**config.mk**
```make
export PLATFORM = sky130hd
export DESIGN_NAME = netpbm_raster_parser_core
export DESIGN_NICKNAME = d
export VERILOG_FILES = /design/src/sv/nrp_pkg.sv /design/src/sv/nrp_in_stage.sv /design/src/sv/nrp_parse.sv /design/src/sv/nrp_out_stage.sv /design/src/sv/netpbm_raster_parser_core.sv
export SDC_FILE = /design/constraint.sdc
export NUM_CORES = 1
export LEC_CHECK = 0
export BUFFER_PORTS_ARGS = -buffer_cell sky130_fd_sc_hd__buf_2
export CAP_MARGIN = 20
export CORE_MARGIN = 1.5
export CORE_UTILIZATION = 33
export CTS_CLUSTER_SIZE = 24
export DETAILED_ROUTE_END_ITERATION = 7
export HOLD_SLACK_MARGIN = 0.12
export MAX_ROUTING_LAYER = met4
export PLACE_DENSITY = 0.48
export SYNTH_ARGS = -nofsm -noshare
export SYNTH_HDL_FRONTEND = slang
export SYNTH_SLANG_ARGS = --single-unit
```
**constraint.sdc**
```tcl
create_clock -name clk -period 7.5 [get_ports clk]
set_input_delay 0.375 -clock clk [delete_from_list [all_inputs] [get_ports clk]]
set_output_delay 0.375 -clock clk [all_outputs]
set_load 0.05 [all_outputs]
```
**src/sv/nrp_pkg.sv**
```systemverilog
// shared types, character codes and helpers for the netpbm raster parser
package nrp_pkg;

	// default dimension width in bits
	localparam int DIM_BITS_DEF = 16;

	// largest maxval accepted
	localparam logic [15:0] MAXVAL_MAX = 16'hFFFF;

	// character codes
	localparam logic [7:0] CH_LF    = 8'h0A;
	localparam logic [7:0] CH_TAB   = 8'h09;
	localparam logic [7:0] CH_CR    = 8'h0D;
	localparam logic [7:0] CH_SPACE = 8'h20;
	localparam logic [7:0] CH_HASH  = 8'h23;
	localparam logic [7:0] CH_ZERO  = 8'h30;
	localparam logic [7:0] CH_NINE  = 8'h39;
	localparam logic [7:0] CH_FOUR  = 8'h34;
	localparam logic [7:0] CH_FIVE  = 8'h35;
	localparam logic [7:0] CH_SIX   = 8'h36;
	localparam logic [7:0] CH_P     = 8'h50;

	// pixel alpha and channels per rgb pixel
	localparam logic [7:0] ALPHA_OPAQUE = 8'hFF;
	localparam int RGB_CHANNELS = 3;

	// result kinds
	typedef enum logic [1:0] {
		KIND_HEADER = 2'd0,
		KIND_PIXEL  = 2'd1,
		KIND_ERROR  = 2'd2
	} kind_t;

	// error codes
	localparam logic [2:0] ERR_NONE      = 3'd0;
	localparam logic [2:0] ERR_MAGIC     = 3'd1;
	localparam logic [2:0] ERR_BITMAP    = 3'd2;
	localparam logic [2:0] ERR_NUMBER    = 3'd3;
	localparam logic [2:0] ERR_TRUNCATED = 3'd4;

	// one input beat
	typedef struct packed {
		logic [7:0] data;
		logic       eof;
	} byte_beat_t;

	// one result beat
	typedef struct packed {
		kind_t       kind;
		logic [31:0] argb;
		logic [15:0] width;
		logic [15:0] height;
		logic        format;
		logic [2:0]  err;
		logic        last;
	} result_t;

	// space, tab, lf, vt, ff, cr
	function automatic logic is_blank(input logic [7:0] b);
		return (b == CH_SPACE) || ((b >= CH_TAB) && (b <= CH_CR));
	endfunction

	function automatic logic is_digit(input logic [7:0] b);
		return (b >= CH_ZERO) && (b <= CH_NINE);
	endfunction

endpackage

```
**src/sv/nrp_in_stage.sv**
```systemverilog
// input register stage holding one file byte ahead of the parser
module nrp_in_stage (
	input  logic                clk,
	input  logic                arst_n,
	input  logic                byte_valid,
	output logic                byte_stall,
	input  logic [7:0]          data_byte,
	input  logic                end_of_file,
	input  logic                advance,
	output logic                valid_s1,
	output nrp_pkg::byte_beat_t beat_s1
);

	// hold the beat while the parser cannot advance
	assign byte_stall = valid_s1 && !advance;

	// valid flag
	always_ff @(posedge clk or negedge arst_n) begin
		if (!arst_n) begin
			valid_s1 <= 1'b0;
		end else if (!byte_stall) begin
			valid_s1 <= byte_valid;
		end
	end

	// payload
	always_ff @(posedge clk) begin
		if (byte_valid && !byte_stall) begin
			beat_s1.data <= data_byte;
			beat_s1.eof  <= end_of_file;
		end
	end

endmodule

```
**src/sv/nrp_parse.sv**
```systemverilog
// header and raster parser state with its one-byte update logic
module nrp_parse #(
	parameter int DIM_BITS = nrp_pkg::DIM_BITS_DEF
) (
	input  logic                clk,
	input  logic                arst_n,
	input  logic                step,
	input  nrp_pkg::byte_beat_t beat,
	output logic                res_valid,
	output nrp_pkg::result_t    res
);

	localparam int ACC_W = (DIM_BITS > 16) ? DIM_BITS : 16;
	localparam int NUM_W = ACC_W + 4;
	localparam logic [NUM_W-1:0] DIM_LIMIT = (NUM_W'(1) << DIM_BITS) - NUM_W'(1);
	localparam logic [NUM_W-1:0] MAXVAL_LIMIT = NUM_W'(nrp_pkg::MAXVAL_MAX);

	typedef enum logic [2:0] {
		PH_MAGIC_P,
		PH_MAGIC_DIGIT,
		PH_MAGIC_END,
		PH_HDR_SKIP,
		PH_HDR_NUM,
		PH_RASTER,
		PH_DONE,
		PH_ERROR
	} phase_t;

	phase_t              phase_q, phase_nx;
	logic                comment_q, comment_nx;
	logic [ACC_W-1:0]    acc_q, acc_nx;
	logic [1:0]          field_q, field_nx;
	logic [DIM_BITS-1:0] width_q, width_nx;
	logic [DIM_BITS-1:0] height_q, height_nx;
	logic                format_q, format_nx;
	logic [DIM_BITS-1:0] col_q, col_nx;
	logic [DIM_BITS-1:0] row_q, row_nx;
	logic [1:0]          chan_q, chan_nx;
	logic [7:0]          red_q, red_nx;
	logic [7:0]          green_q, green_nx;

	logic [7:0]       b;
	logic [NUM_W-1:0] num_v;
	logic [NUM_W-1:0] limit;
	logic             err_hit;
	logic [2:0]       err_code;
	logic             hdr_hit;
	logic             pix_hit;
	logic             pix_last;
	logic [23:0]      pix_rgb;

	assign b = beat.data;

	// next decimal value and its bound
	assign num_v = (NUM_W'(acc_q) << 3) + (NUM_W'(acc_q) << 1) + NUM_W'(b[3:0]);
	assign limit = (field_q < 2'd2) ? DIM_LIMIT : MAXVAL_LIMIT;

	// per-byte state update
	always_comb begin
		phase_nx   = phase_q;
		comment_nx = comment_q;
		acc_nx     = acc_q;
		field_nx   = field_q;
		width_nx   = width_q;
		height_nx  = height_q;
		format_nx  = format_q;
		col_nx     = col_q;
		row_nx     = row_q;
		chan_nx    = chan_q;
		red_nx     = red_q;
		green_nx   = green_q;
		err_hit    = 1'b0;
		err_code   = nrp_pkg::ERR_NONE;
		hdr_hit    = 1'b0;
		pix_hit    = 1'b0;
		pix_last   = 1'b0;
		pix_rgb    = '0;

		unique case (phase_q) inside
			PH_MAGIC_P, PH_HDR_SKIP: begin
				if (comment_q) begin
					if (b == nrp_pkg::CH_LF) begin
						comment_nx = 1'b0;
					end
				end else if (nrp_pkg::is_blank(b)) begin
					// skip whitespace
				end else if (b == nrp_pkg::CH_HASH) begin
					comment_nx = 1'b1;
				end else if (phase_q == PH_MAGIC_P) begin
					if (b != nrp_pkg::CH_P) begin
						err_hit  = 1'b1;
						err_code = nrp_pkg::ERR_MAGIC;
					end else begin
						phase_nx = PH_MAGIC_DIGIT;
					end
				end else if (!nrp_pkg::is_digit(b)) begin
					err_hit  = 1'b1;
					err_code = nrp_pkg::ERR_NUMBER;
				end else begin
					acc_nx   = ACC_W'(b[3:0]);
					phase_nx = PH_HDR_NUM;
				end
			end
			PH_MAGIC_DIGIT: begin
				if (b == nrp_pkg::CH_FOUR) begin
					err_hit  = 1'b1;
					err_code = nrp_pkg::ERR_BITMAP;
				end else if (b == nrp_pkg::CH_FIVE) begin
					format_nx = 1'b0;
					phase_nx  = PH_MAGIC_END;
				end else if (b == nrp_pkg::CH_SIX) begin
					format_nx = 1'b1;
					phase_nx  = PH_MAGIC_END;
				end else begin
					err_hit  = 1'b1;
					err_code = nrp_pkg::ERR_MAGIC;
				end
			end
			PH_MAGIC_END: begin
				if (b != nrp_pkg::CH_HASH && !nrp_pkg::is_blank(b)) begin
					err_hit  = 1'b1;
					err_code = nrp_pkg::ERR_MAGIC;
				end else begin
					comment_nx = (b == nrp_pkg::CH_HASH);
					field_nx   = 2'd0;
					phase_nx   = PH_HDR_SKIP;
				end
			end
			PH_HDR_NUM: begin
				if (nrp_pkg::is_digit(b)) begin
					if (num_v > limit) begin
						err_hit  = 1'b1;
						err_code = nrp_pkg::ERR_NUMBER;
					end else begin
						acc_nx = num_v[ACC_W-1:0];
					end
				end else if (field_q >= 2'd2) begin
					// maxval ends with exactly one whitespace byte
					if (!nrp_pkg::is_blank(b)) begin
						err_hit  = 1'b1;
						err_code = nrp_pkg::ERR_NUMBER;
					end else begin
						hdr_hit  = 1'b1;
						col_nx   = width_q;
						row_nx   = height_q;
						chan_nx  = 2'd0;
						phase_nx = (width_q != '0 && height_q != '0) ? PH_RASTER : PH_DONE;
					end
				end else if (b != nrp_pkg::CH_HASH && !nrp_pkg::is_blank(b)) begin
					err_hit  = 1'b1;
					err_code = nrp_pkg::ERR_NUMBER;
				end else begin
					comment_nx = (b == nrp_pkg::CH_HASH);
					if (field_q == 2'd0) begin
						width_nx = DIM_BITS'(acc_q);
					end else begin
						height_nx = DIM_BITS'(acc_q);
					end
					field_nx = field_q + 2'd1;
					acc_nx   = '0;
					phase_nx = PH_HDR_SKIP;
				end
			end
			PH_RASTER: begin
				if (!format_q) begin
					pix_hit = 1'b1;
					pix_rgb = {b, b, b};
				end else if (chan_q == 2'd0) begin
					red_nx  = b;
					chan_nx = 2'd1;
				end else if (chan_q == 2'd1) begin
					green_nx = b;
					chan_nx  = 2'd2;
				end else begin
					pix_hit = 1'b1;
					pix_rgb = {red_q, green_q, b};
					chan_nx = 2'd0;
				end
				// walk columns then rows
				if (pix_hit) begin
					if (col_q == DIM_BITS'(1)) begin
						if (row_q == DIM_BITS'(1)) begin
							pix_last = 1'b1;
							phase_nx = PH_DONE;
						end else begin
							row_nx = row_q - DIM_BITS'(1);
							col_nx = width_q;
						end
					end else begin
						col_nx = col_q - DIM_BITS'(1);
					end
				end
			end
			PH_DONE, PH_ERROR: begin
				// bytes are dropped until end of file
			end
		endcase

		if (err_hit) begin
			phase_nx = PH_ERROR;
		end

		// end of file: flag an unfinished image, then start over
		if (beat.eof) begin
			if (phase_nx != PH_DONE && phase_nx != PH_ERROR) begin
				err_hit  = 1'b1;
				err_code = nrp_pkg::ERR_TRUNCATED;
				hdr_hit  = 1'b0;
				pix_hit  = 1'b0;
			end
			phase_nx   = PH_MAGIC_P;
			comment_nx = 1'b0;
			acc_nx     = '0;
			field_nx   = 2'd0;
			width_nx   = '0;
			height_nx  = '0;
			format_nx  = 1'b0;
			col_nx     = '0;
			row_nx     = '0;
			chan_nx    = 2'd0;
			red_nx     = '0;
			green_nx   = '0;
		end
	end

	// result assembly
	always_comb begin
		res       = '0;
		res_valid = step && (err_hit || hdr_hit || pix_hit);
		if (err_hit) begin
			res.kind = nrp_pkg::KIND_ERROR;
			res.err  = err_code;
		end else if (hdr_hit) begin
			res.kind   = nrp_pkg::KIND_HEADER;
			res.width  = 16'(width_q);
			res.height = 16'(height_q);
			res.format = format_q;
		end else begin
			res.kind = nrp_pkg::KIND_PIXEL;
			res.argb = {nrp_pkg::ALPHA_OPAQUE, pix_rgb};
			res.last = pix_last;
		end
	end

	// parser state
	always_ff @(posedge clk or negedge arst_n) begin
		if (!arst_n) begin
			phase_q   <= PH_MAGIC_P;
			comment_q <= 1'b0;
			acc_q     <= '0;
			field_q   <= 2'd0;
			width_q   <= '0;
			height_q  <= '0;
			format_q  <= 1'b0;
			col_q     <= '0;
			row_q     <= '0;
			chan_q    <= 2'd0;
			red_q     <= '0;
			green_q   <= '0;
		end else if (step) begin
			phase_q   <= phase_nx;
			comment_q <= comment_nx;
			acc_q     <= acc_nx;
			field_q   <= field_nx;
			width_q   <= width_nx;
			height_q  <= height_nx;
			format_q  <= format_nx;
			col_q     <= col_nx;
			row_q     <= row_nx;
			chan_q    <= chan_nx;
			red_q     <= red_nx;
			green_q   <= green_nx;
		end
	end

endmodule

```
**src/sv/nrp_out_stage.sv**
```systemverilog
// result register that drives the output channel
module nrp_out_stage (
	input  logic             clk,
	input  logic             arst_n,
	input  logic             step,
	input  logic             res_valid,
	input  nrp_pkg::result_t res,
	output logic             advance,
	output logic             result_valid,
	input  logic             result_stall,
	output nrp_pkg::result_t res_q
);

	// the register can take a new beat when empty or being drained
	assign advance = !result_valid || !result_stall;

	// valid flag
	always_ff @(posedge clk or negedge arst_n) begin
		if (!arst_n) begin
			result_valid <= 1'b0;
		end else if (advance) begin
			result_valid <= step && res_valid;
		end
	end

	// payload
	always_ff @(posedge clk) begin
		if (advance && step && res_valid) begin
			res_q <= res;
		end
	end

endmodule

```
**src/sv/netpbm_raster_parser_core.sv**
```systemverilog
// top level of the binary netpbm (p5/p6) raster parser
// path: input register, combinational parse, then the result register
// throughput: one byte per cycle while the output is not stalled
// a stalled output holds the result register and, through it, the input register
// reset: arst_n clears the parser to wait for the magic and empties both registers
// end_of_file on a byte returns the parser to the same start state after that byte
module netpbm_raster_parser_core #(
	parameter int DIM_BITS = nrp_pkg::DIM_BITS_DEF
) (
	input  logic        clk,
	input  logic        arst_n,
	input  logic        byte_valid,
	output logic        byte_stall,
	input  logic [7:0]  data_byte,
	input  logic        end_of_file,
	output logic        result_valid,
	input  logic        result_stall,
	output logic [1:0]  result_kind,
	output logic [31:0] pixel_argb,
	output logic [15:0] image_width,
	output logic [15:0] image_height,
	output logic        image_format,
	output logic [2:0]  error_code,
	output logic        last_pixel
);

	logic                valid_s1;
	nrp_pkg::byte_beat_t beat_s1;
	logic                advance;
	logic                step;
	logic                res_valid;
	nrp_pkg::result_t    res;
	nrp_pkg::result_t    res_q;

	assign step = valid_s1 && advance;

	// input register
	nrp_in_stage u_in (
		.clk        (clk),
		.arst_n     (arst_n),
		.byte_valid (byte_valid),
		.byte_stall (byte_stall),
		.data_byte  (data_byte),
		.end_of_file(end_of_file),
		.advance    (advance),
		.valid_s1   (valid_s1),
		.beat_s1    (beat_s1)
	);

	// parser
	nrp_parse #(
		.DIM_BITS(DIM_BITS)
	) u_parse (
		.clk      (clk),
		.arst_n   (arst_n),
		.step     (step),
		.beat     (beat_s1),
		.res_valid(res_valid),
		.res      (res)
	);

	// result register
	nrp_out_stage u_out (
		.clk         (clk),
		.arst_n      (arst_n),
		.step        (step),
		.res_valid   (res_valid),
		.res         (res),
		.advance     (advance),
		.result_valid(result_valid),
		.result_stall(result_stall),
		.res_q       (res_q)
	);

	// output fields
	assign result_kind  = res_q.kind;
	assign pixel_argb   = res_q.argb;
	assign image_width  = res_q.width;
	assign image_height = res_q.height;
	assign image_format = res_q.format;
	assign error_code   = res_q.err;
	assign last_pixel   = res_q.last;

endmodule

```
==> results.tsv, run 1 <==
stage	metric	value	unit
outcome	status	completed	
clocking	cts_buffer_depth	2	
timing	setup_violations	0	
timing	finalCritPeriodShare	69.3	%
timing	worst_slew_pin_slew	0.993	ns
placement	gp_congestion	0.837	
clocking	cts_sinks	179	
power	power	3.88	mW
cells_and_area	fin_nets	1090	
timing	finClkSkew	0.0190	ns
synthesis	synth_warnings	0	
clocking	path_clk_slew	0.07	ns
die	die_height	174	um
clocking	cts_tree	built	
setup_path	path_cells	inv_1 > fa_1 > inv_1 > fa_1 > a211o_1 > a211o_1 > a211oi_1 > nor3_1 > o2111a_1 > a211o_2 > nand3_2 > o31a_2 > buf_4	
setup_path	slowest_delay	0.64	ns
clocking	h-tree-depth	4	
route	antenna_left	0	
timing	finalMaxSlewViolations	0	
synthesis	synth_top_area_cell	dfrtp_1	
global_routing	overflow	0	
worst_hold_path	hold_class	in -> reg	
setup_path	crit_end	u_out.res_q[7]$_SDFFCE_PP0P_	
clocking	numCtsBuffers	17	
synthesis	synth_seq_cells	179	
setup_path	cp.required	7.58	ns
synthesis	synth_xor_xnor_area_share	1.27	%
route	wire_per_inst	18.0	um
global_routing	grt_max_degree	70	
clocking	ctsResizeCount	0	
synthesis	yosys.area_share.adder	5.20	%
global_routing	antenna_found_initial	0	
timing	min_period	5.20	ns
global_routing	grt_pass1_wl	41500	um
setup_path	critPathSlowestCell	o31a_2	
synthesis	synth.avg_cell_area	9.93	um^2
timing	rsz0062_at_grt	no	
die	core	28800	um^2
synthesis	synth_area_leaders	dfrtp_1 (28%), edfxtp_1 (22%), o21ai_0 (5.7%)	
route	vias	7566	
setup_path	timing.critical_path.buf_inv	3	
global_routing	grt_use_total	17.9	%
synthesis	synth.cell_area	9680	um^2
route	drt-total-wl	25800	um
route	drc	0	
cells_and_area	fill_cells	2846	
die	ios	86	
synthesis	synth_nets	1027	
synthesis	synth_top_family_by_area	simple AND/OR/NAND/NOR gates	
die	dieArea	30400	um^2
synthesis	synth_top_area_share	27.7	%
power	p_leak	4.83	nW
timing	relSlewSlack	33.8	%
setup_path	r2r_slack	2.30	ns
die	start_util	33.6	%
cells_and_area	syn_to_final_growth	14.2	%
setup_path	end_kind	register	
die	die_w	174	um
timing	setup_tns	0	ns
clocking	cts_root_buf	clkbuf_16	
setup_path	rr_startpoint	u_in.beat_s1[4]$_DFFE_PP_	
timing	hold_viol	0	
setup_path	cp_max_fo	34	
setup_path	path_depth	13	
synthesis	synth_edf_count	72	
timing	fin_ws	2.30	ns
cells_and_area	layout_common_cells	o21ai_0 (110), dfrtp_1 (107), nor2_1 (93)	
route	drtIter0Drc	486	
setup_path	crit_start	u_in.beat_s1[4]$_DFFE_PP_	
cells_and_area	layout-drive-gt1-share	17.3	%
placement	io_buffer_count	85	
synthesis	ys.flop_type	dfrtp_1	
global_routing	grt_pass1_vias	7331	
timing	fmax	192	MHz
setup_path	reg2reg_depth	13	
cells_and_area	diodes	0	
cells_and_area	final_common_cell	o21ai_0	
power	ir_worst_vdd	0.000174	V
synthesis	synth_compound_area_share	17.6	%
placement	place_ws	2.24	ns
synthesis	synthArstFlopShare	59.8	%
setup_path	arrival	5.28	ns
setup_path	critPathTopFamily	compound AO/OA/AOI/OAI gates	
route	viasPerCell	5.27	
synthesis	synth-simple-area-share	19.2	%
setup_path	r2r-end	u_out.res_q[7]$_SDFFCE_PP0P_	
route	firstDrtPassIters	4	
setup_path	start_kind	register	
synthesis	ys_seq_area_share	50.0	%
job	maxCapViolCount	0	
placement	hpwl	18000	um
clocking	clk_latency	0.44	ns
synthesis	synth_cells	975	
synthesis	ys_types	79	
die	rows	62	
setup_path	critPathKind	reg -> reg	
power	p_per_area	351	nW/um^2
synthesis	synthMuxAreaShare	2.55	%
how the worst min path moves through the flow:
stage                      start                       endpoint  cells past startpoint
floorplan                 arst_n      u_in.valid_s1$_DFFE_PN0N_                      0
global placement          arst_n  u_parse.acc_q[14]$_DFFE_PN0P_                      1
detailed placement        arst_n  u_parse.acc_q[14]$_DFFE_PN0P_                      1
CTS                 data_byte[4]      u_in.beat_s1[5]$_DFFE_PP_                      1
global route        data_byte[0]      u_in.beat_s1[1]$_DFFE_PP_                      1
finish              data_byte[0]      u_in.beat_s1[1]$_DFFE_PP_                      1
stage by stage:
stage	hold slack (ns)	instances	utilization (%)	instance area, um^2
6_report	0.135	1435	38.4	11100
2_1_floorplan	0.0794	975	-	9680
5_1_grt	0.118	1435	38.4	11100
3_3_place_gp	0.425	1391	35.9	10300
4_1_cts	0.121	1431	38.3	11000
3_5_place_dp	0.429	1391	35.9	10300
area by class of cell:
type,count,area (um^2),area share [%]
Clock buffer,18,429,3.88
Clock inverter,14,161,1.46
Inverter,20,75.1,0.679
Multi-Input combinational cell,716,4460,40.4
Sequential cell,179,4840,43.8
Tap cell,384,480,4.35
Timing Repair Buffer,104,606,5.48
power breakdown:
part | internal [mW] | switching [mW] | total [mW]
registers | 1.26 | 0.167 | 1.43
clock network | 0.475 | 0.449 | 0.924
logic | 0.420 | 1.11 | 1.53
sequential cells by signal, indices dropped and copies added, names as in the netlist:
signal / cells
u_parse.col_q: 16
u_parse.green_q: 8
u_in.beat_s1: 9
u_parse.field_q: 2
u_parse.chan_q: 2
u_parse.acc_q: 16
u_parse.format_q: 1
u_parse.phase_q: 3
u_parse.width_q: 16
u_out.result_valid: 1
u_in.valid_s1: 1
u_parse.red_q: 8
u_parse.row_q: 16
u_parse.height_q: 16
u_parse.comment_q: 1
u_out.res_q: 63
cells by family (layout without fill, tap and decap cells):
kind of cell               Yosys count  in the layout
buffers and inverters               80            156
xor gates and xnor gates            14             14
and+or+nand+nor                    359            359
adders and majority gates           39             39
AOI/OAI and AO/OA                  282            282
DFF                                179            179
muxes                               22             22
cell usage after synthesis (7+ instances only):
master and n:
o21ai_0 111, dfrtp_1 107, nor2_1 93, nand2_1 83, a21oi_1 78, edfxtp_1 72
and3_1 44, ha_1 37, clkbuf_1 33, nor3_1 27, nand3_1 22, mux2_2 21
inv_1 20, nor4_1 17, a22o_1 16, nor2b_1 13, buf_4 9, a21o_1 8
xnor2_1 8, a22oi_1 7, and2_1 7, and2b_2 7, buf_2 7, nand4_1 7
per-layer routing:
layer,up-vias,share of wire [%],GRT usage [%]
li1,3719,-,-
met1,3687,49,24.8
met2,146,47,27.3
met3,14,3.3,3.06
met4,0,0.92,3.81
met5,-,0,-
timing repair:
item / in CTS / in global routing
buffers inserted: 0 / 0
endpoints found under the hold margin: 45 / 1
hold buffers: 8 / 1
worst register-to-register path, cell delays in order, from the launching register on:
cell and delay (ns):
edfxtp_1 0.47, inv_1 0.14, fa_1 0.56, inv_1 0.07, fa_1 0.48, a211o_1 0.33
a211o_1 0.35, a211oi_1 0.28, nor3_1 0.09, o2111a_1 0.31, a211o_2 0.46, nand3_2 0.13
o31a_2 0.65, buf_4 0.51
(Power assumes the default switching activity.)
==> inputs of run 2 (changes only) <==
==> constraint.sdc (replaced) <==
create_clock -name clk -period 5.05 [get_ports clk]
set_input_delay 0.2525 -clock clk [delete_from_list [all_inputs] [get_ports clk]]
set_output_delay 0.2525 -clock clk [all_outputs]
set_load 0.05 [all_outputs]
==> run 2 against run 1 <==
Net effect:
- non-clock buffer count grew 8
- routed wire length grew 2.1%
- power grew 49%
- sequential power grew 48%
- die area is the same
- critical path depth is the same
- maximum frequency grew 12%
- core utilization grew 0.21 points
- final cell count grew 0.56%
- critical path type unchanged
- largest cell class unchanged
- largest power group unchanged
- highest routed layer unchanged
==> results.tsv, run 2 (synthesis results as in run 1) <==
stage	metric	value	unit
die	die_w	174	um
die	core	28800	um^2
clocking	h-tree-depth	4	
global_routing	grt_use_total	18.3	%
route	drt-total-wl	26300	um
clocking	cts_sinks	179	
route	drc	0	
setup_path	slowest_delay	0.54	ns
timing	min_period	4.64	ns
timing	worst_slew_pin_slew	1.03	ns
route	vias	7642	
global_routing	grt_util_met2	27.9	%
timing	finalCritPeriodShare	91.9	%
power	p_leak	4.85	nW
route	wire_per_inst	18.2	um
global_routing	grt_pass1_vias	7339	
global_routing	met1_usage	25.5	%
setup_path	critPathKind	reg -> reg	
clocking	cts_setup_buffers	0	
placement	hpwl	18300	um
timing	finClkSkew	0.00976	ns
clocking	numCtsBuffers	17	
placement	gp_congestion	0.845	
global_routing	grt.busiest_layer	met2	
worst_hold_path	hold_class	in -> reg	
die	ios	86	
timing	relSlewSlack	31.5	%
global_routing	gr-usage-met3	2.87	%
global_routing	grt_max_degree	70	
cells_and_area	max_flop_register	u_out.res_q	
setup_path	path_cells	inv_1 > fa_1 > inv_1 > fa_1 > a211o_1 > a211o_1 > a211oi_1 > nor3_1 > o2111a_1 > a211o_2 > nand3_2 > o31a_2 > buf_12	
setup_path	critPathSlowestCell	fa_1	
cells_and_area	diodes	0	
timing	finalMaxSlewViolations	0	
die	rows	62	
setup_path	start_kind	register	
power	p_per_area	520	nW/um^2
clocking	cts_root_buf	clkbuf_16	
placement	io_buffer_count	85	
timing	setup_violations	0	
setup_path	cp_max_fo	30	
cells_and_area	layout_common_cells	o21ai_0 (110), dfrtp_1 (107), nor2_1 (93)	
clocking	path_clk_slew	0.07	ns
cells_and_area	syn_to_final_growth	14.9	%
timing	fmax	215	MHz
setup_path	end_kind	register	
setup_path	arrival	4.77	ns
route	drtIter0Drc	537	
global_routing	overflow	0	
cells_and_area	fin_nets	1098	
clocking	cts_buffer_depth	2	
clocking	cts_tree	built	
setup_path	r2r_slack	0.41	ns
route	antenna_left	0	
setup_path	cp.required	5.18	ns
global_routing	grt_pass1_wl	42200	um
cells_and_area	layout-drive-gt1-share	17.2	%
timing	setup_tns	0	ns
clocking	clk_latency	0.44	ns
die	die_height	174	um
timing	hold_viol	0	
route	firstDrtPassIters	5	
clocking	ctsResizeCount	0	
global_routing	antenna_found_initial	0	
die	dieArea	30400	um^2
route	viasPerCell	5.30	
outcome	status	completed	
job	maxCapViolCount	0	
cells_and_area	final_common_cell	o21ai_0	
timing	rsz0062_at_grt	no	
power	ir_worst_vdd	0.000227	V
die	start_util	33.6	%
timing	hold_slack	0.151	ns
cells_and_area	largest_register_ffs	63	
[run 2: changes by cell type in the layout (fill, tap and decap cells not counted), moves of 2 or more]
cell           delta
buf_4             +4
clkbuf_1          +6
clkinv_8          -3
dlygate4sd3_1     +2
inv_6             -5
[run 2: metal layers]
metal,share of wire [%],vias to the layer above
li1,-,3722
met1,49,3726
met2,47,179
met3,3.7,15
met4,0.95,0
met5,0,-
[run 2: timing repair]
action,4_1_cts,5_1_grt
setup endpoints to repair,0,0
hold endpoints to repair,78,0
hold buffers,11,0
[run 2: final cells by class]
type / instances / area [um^2]
Clock buffer: 25 / 465
Clock inverter: 7 / 101
Fill cell: 2892 / 17700
Timing Repair Buffer: 112 / 691
Tap cell: 384 / 480
Multi-Input combinational cell: 716 / 4460
Sequential cell: 179 / 4840
Inverter: 20 / 75.1
[run 2: stage by stage]
stage / cell area (um^2) / setup WS, ns / std cells / utilization [%] / power [mW]
floorplan: 9680 / 0.435 / 975 / - / 3.88
global placement: 10400 / 0.516 / 1398 / 36.2 / 4.46
detailed placement: 10400 / 0.435 / 1398 / 36.2 / 4.46
CTS: 11100 / 0.399 / 1441 / 38.5 / 5.81
global route: 11100 / 0.166 / 1443 / 38.6 / 6.10
finish: 11100 / 0.407 / 1443 / 38.6 / 5.78
[run 2: final timing paths]
path,start,depth (start not counted),to
max in group asynchronous,arst_n,3,u_parse.green_q[4]$_DFFE_PN0P_
min reg2reg,u_parse.field_q[0]$_DFFE_PN0P_,2,u_parse.field_q[0]$_DFFE_PN0P_
max,u_in.beat_s1[4]$_DFFE_PP_,13,u_out.res_q[33]$_SDFFCE_PP0P_
min,result_stall,3,u_in.valid_s1$_DFFE_PN0N_
max reg2reg,u_in.beat_s1[4]$_DFFE_PP_,13,u_out.res_q[33]$_SDFFCE_PP0P_
min in group asynchronous,arst_n,2,u_parse.red_q[6]$_DFFE_PN0P_
[run 2: power by group]
group | total [mW] | switching [mW] | internal [mW]
clock network | 1.34 | 0.588 | 0.749
registers | 2.12 | 0.243 | 1.88
logic | 2.32 | 1.67 | 0.656
total | 5.78 | 2.50 | 3.28
[run 2: worst max-delay path, delay by kind of cell, from the launching register on]
family | cells | cell delay, ns
buf+inv | 3 | 0.45
compound gates | 6 | 2.13
flops | 1 | 0.47
simple gates | 2 | 0.22
fa+ha+maj | 2 | 1.02
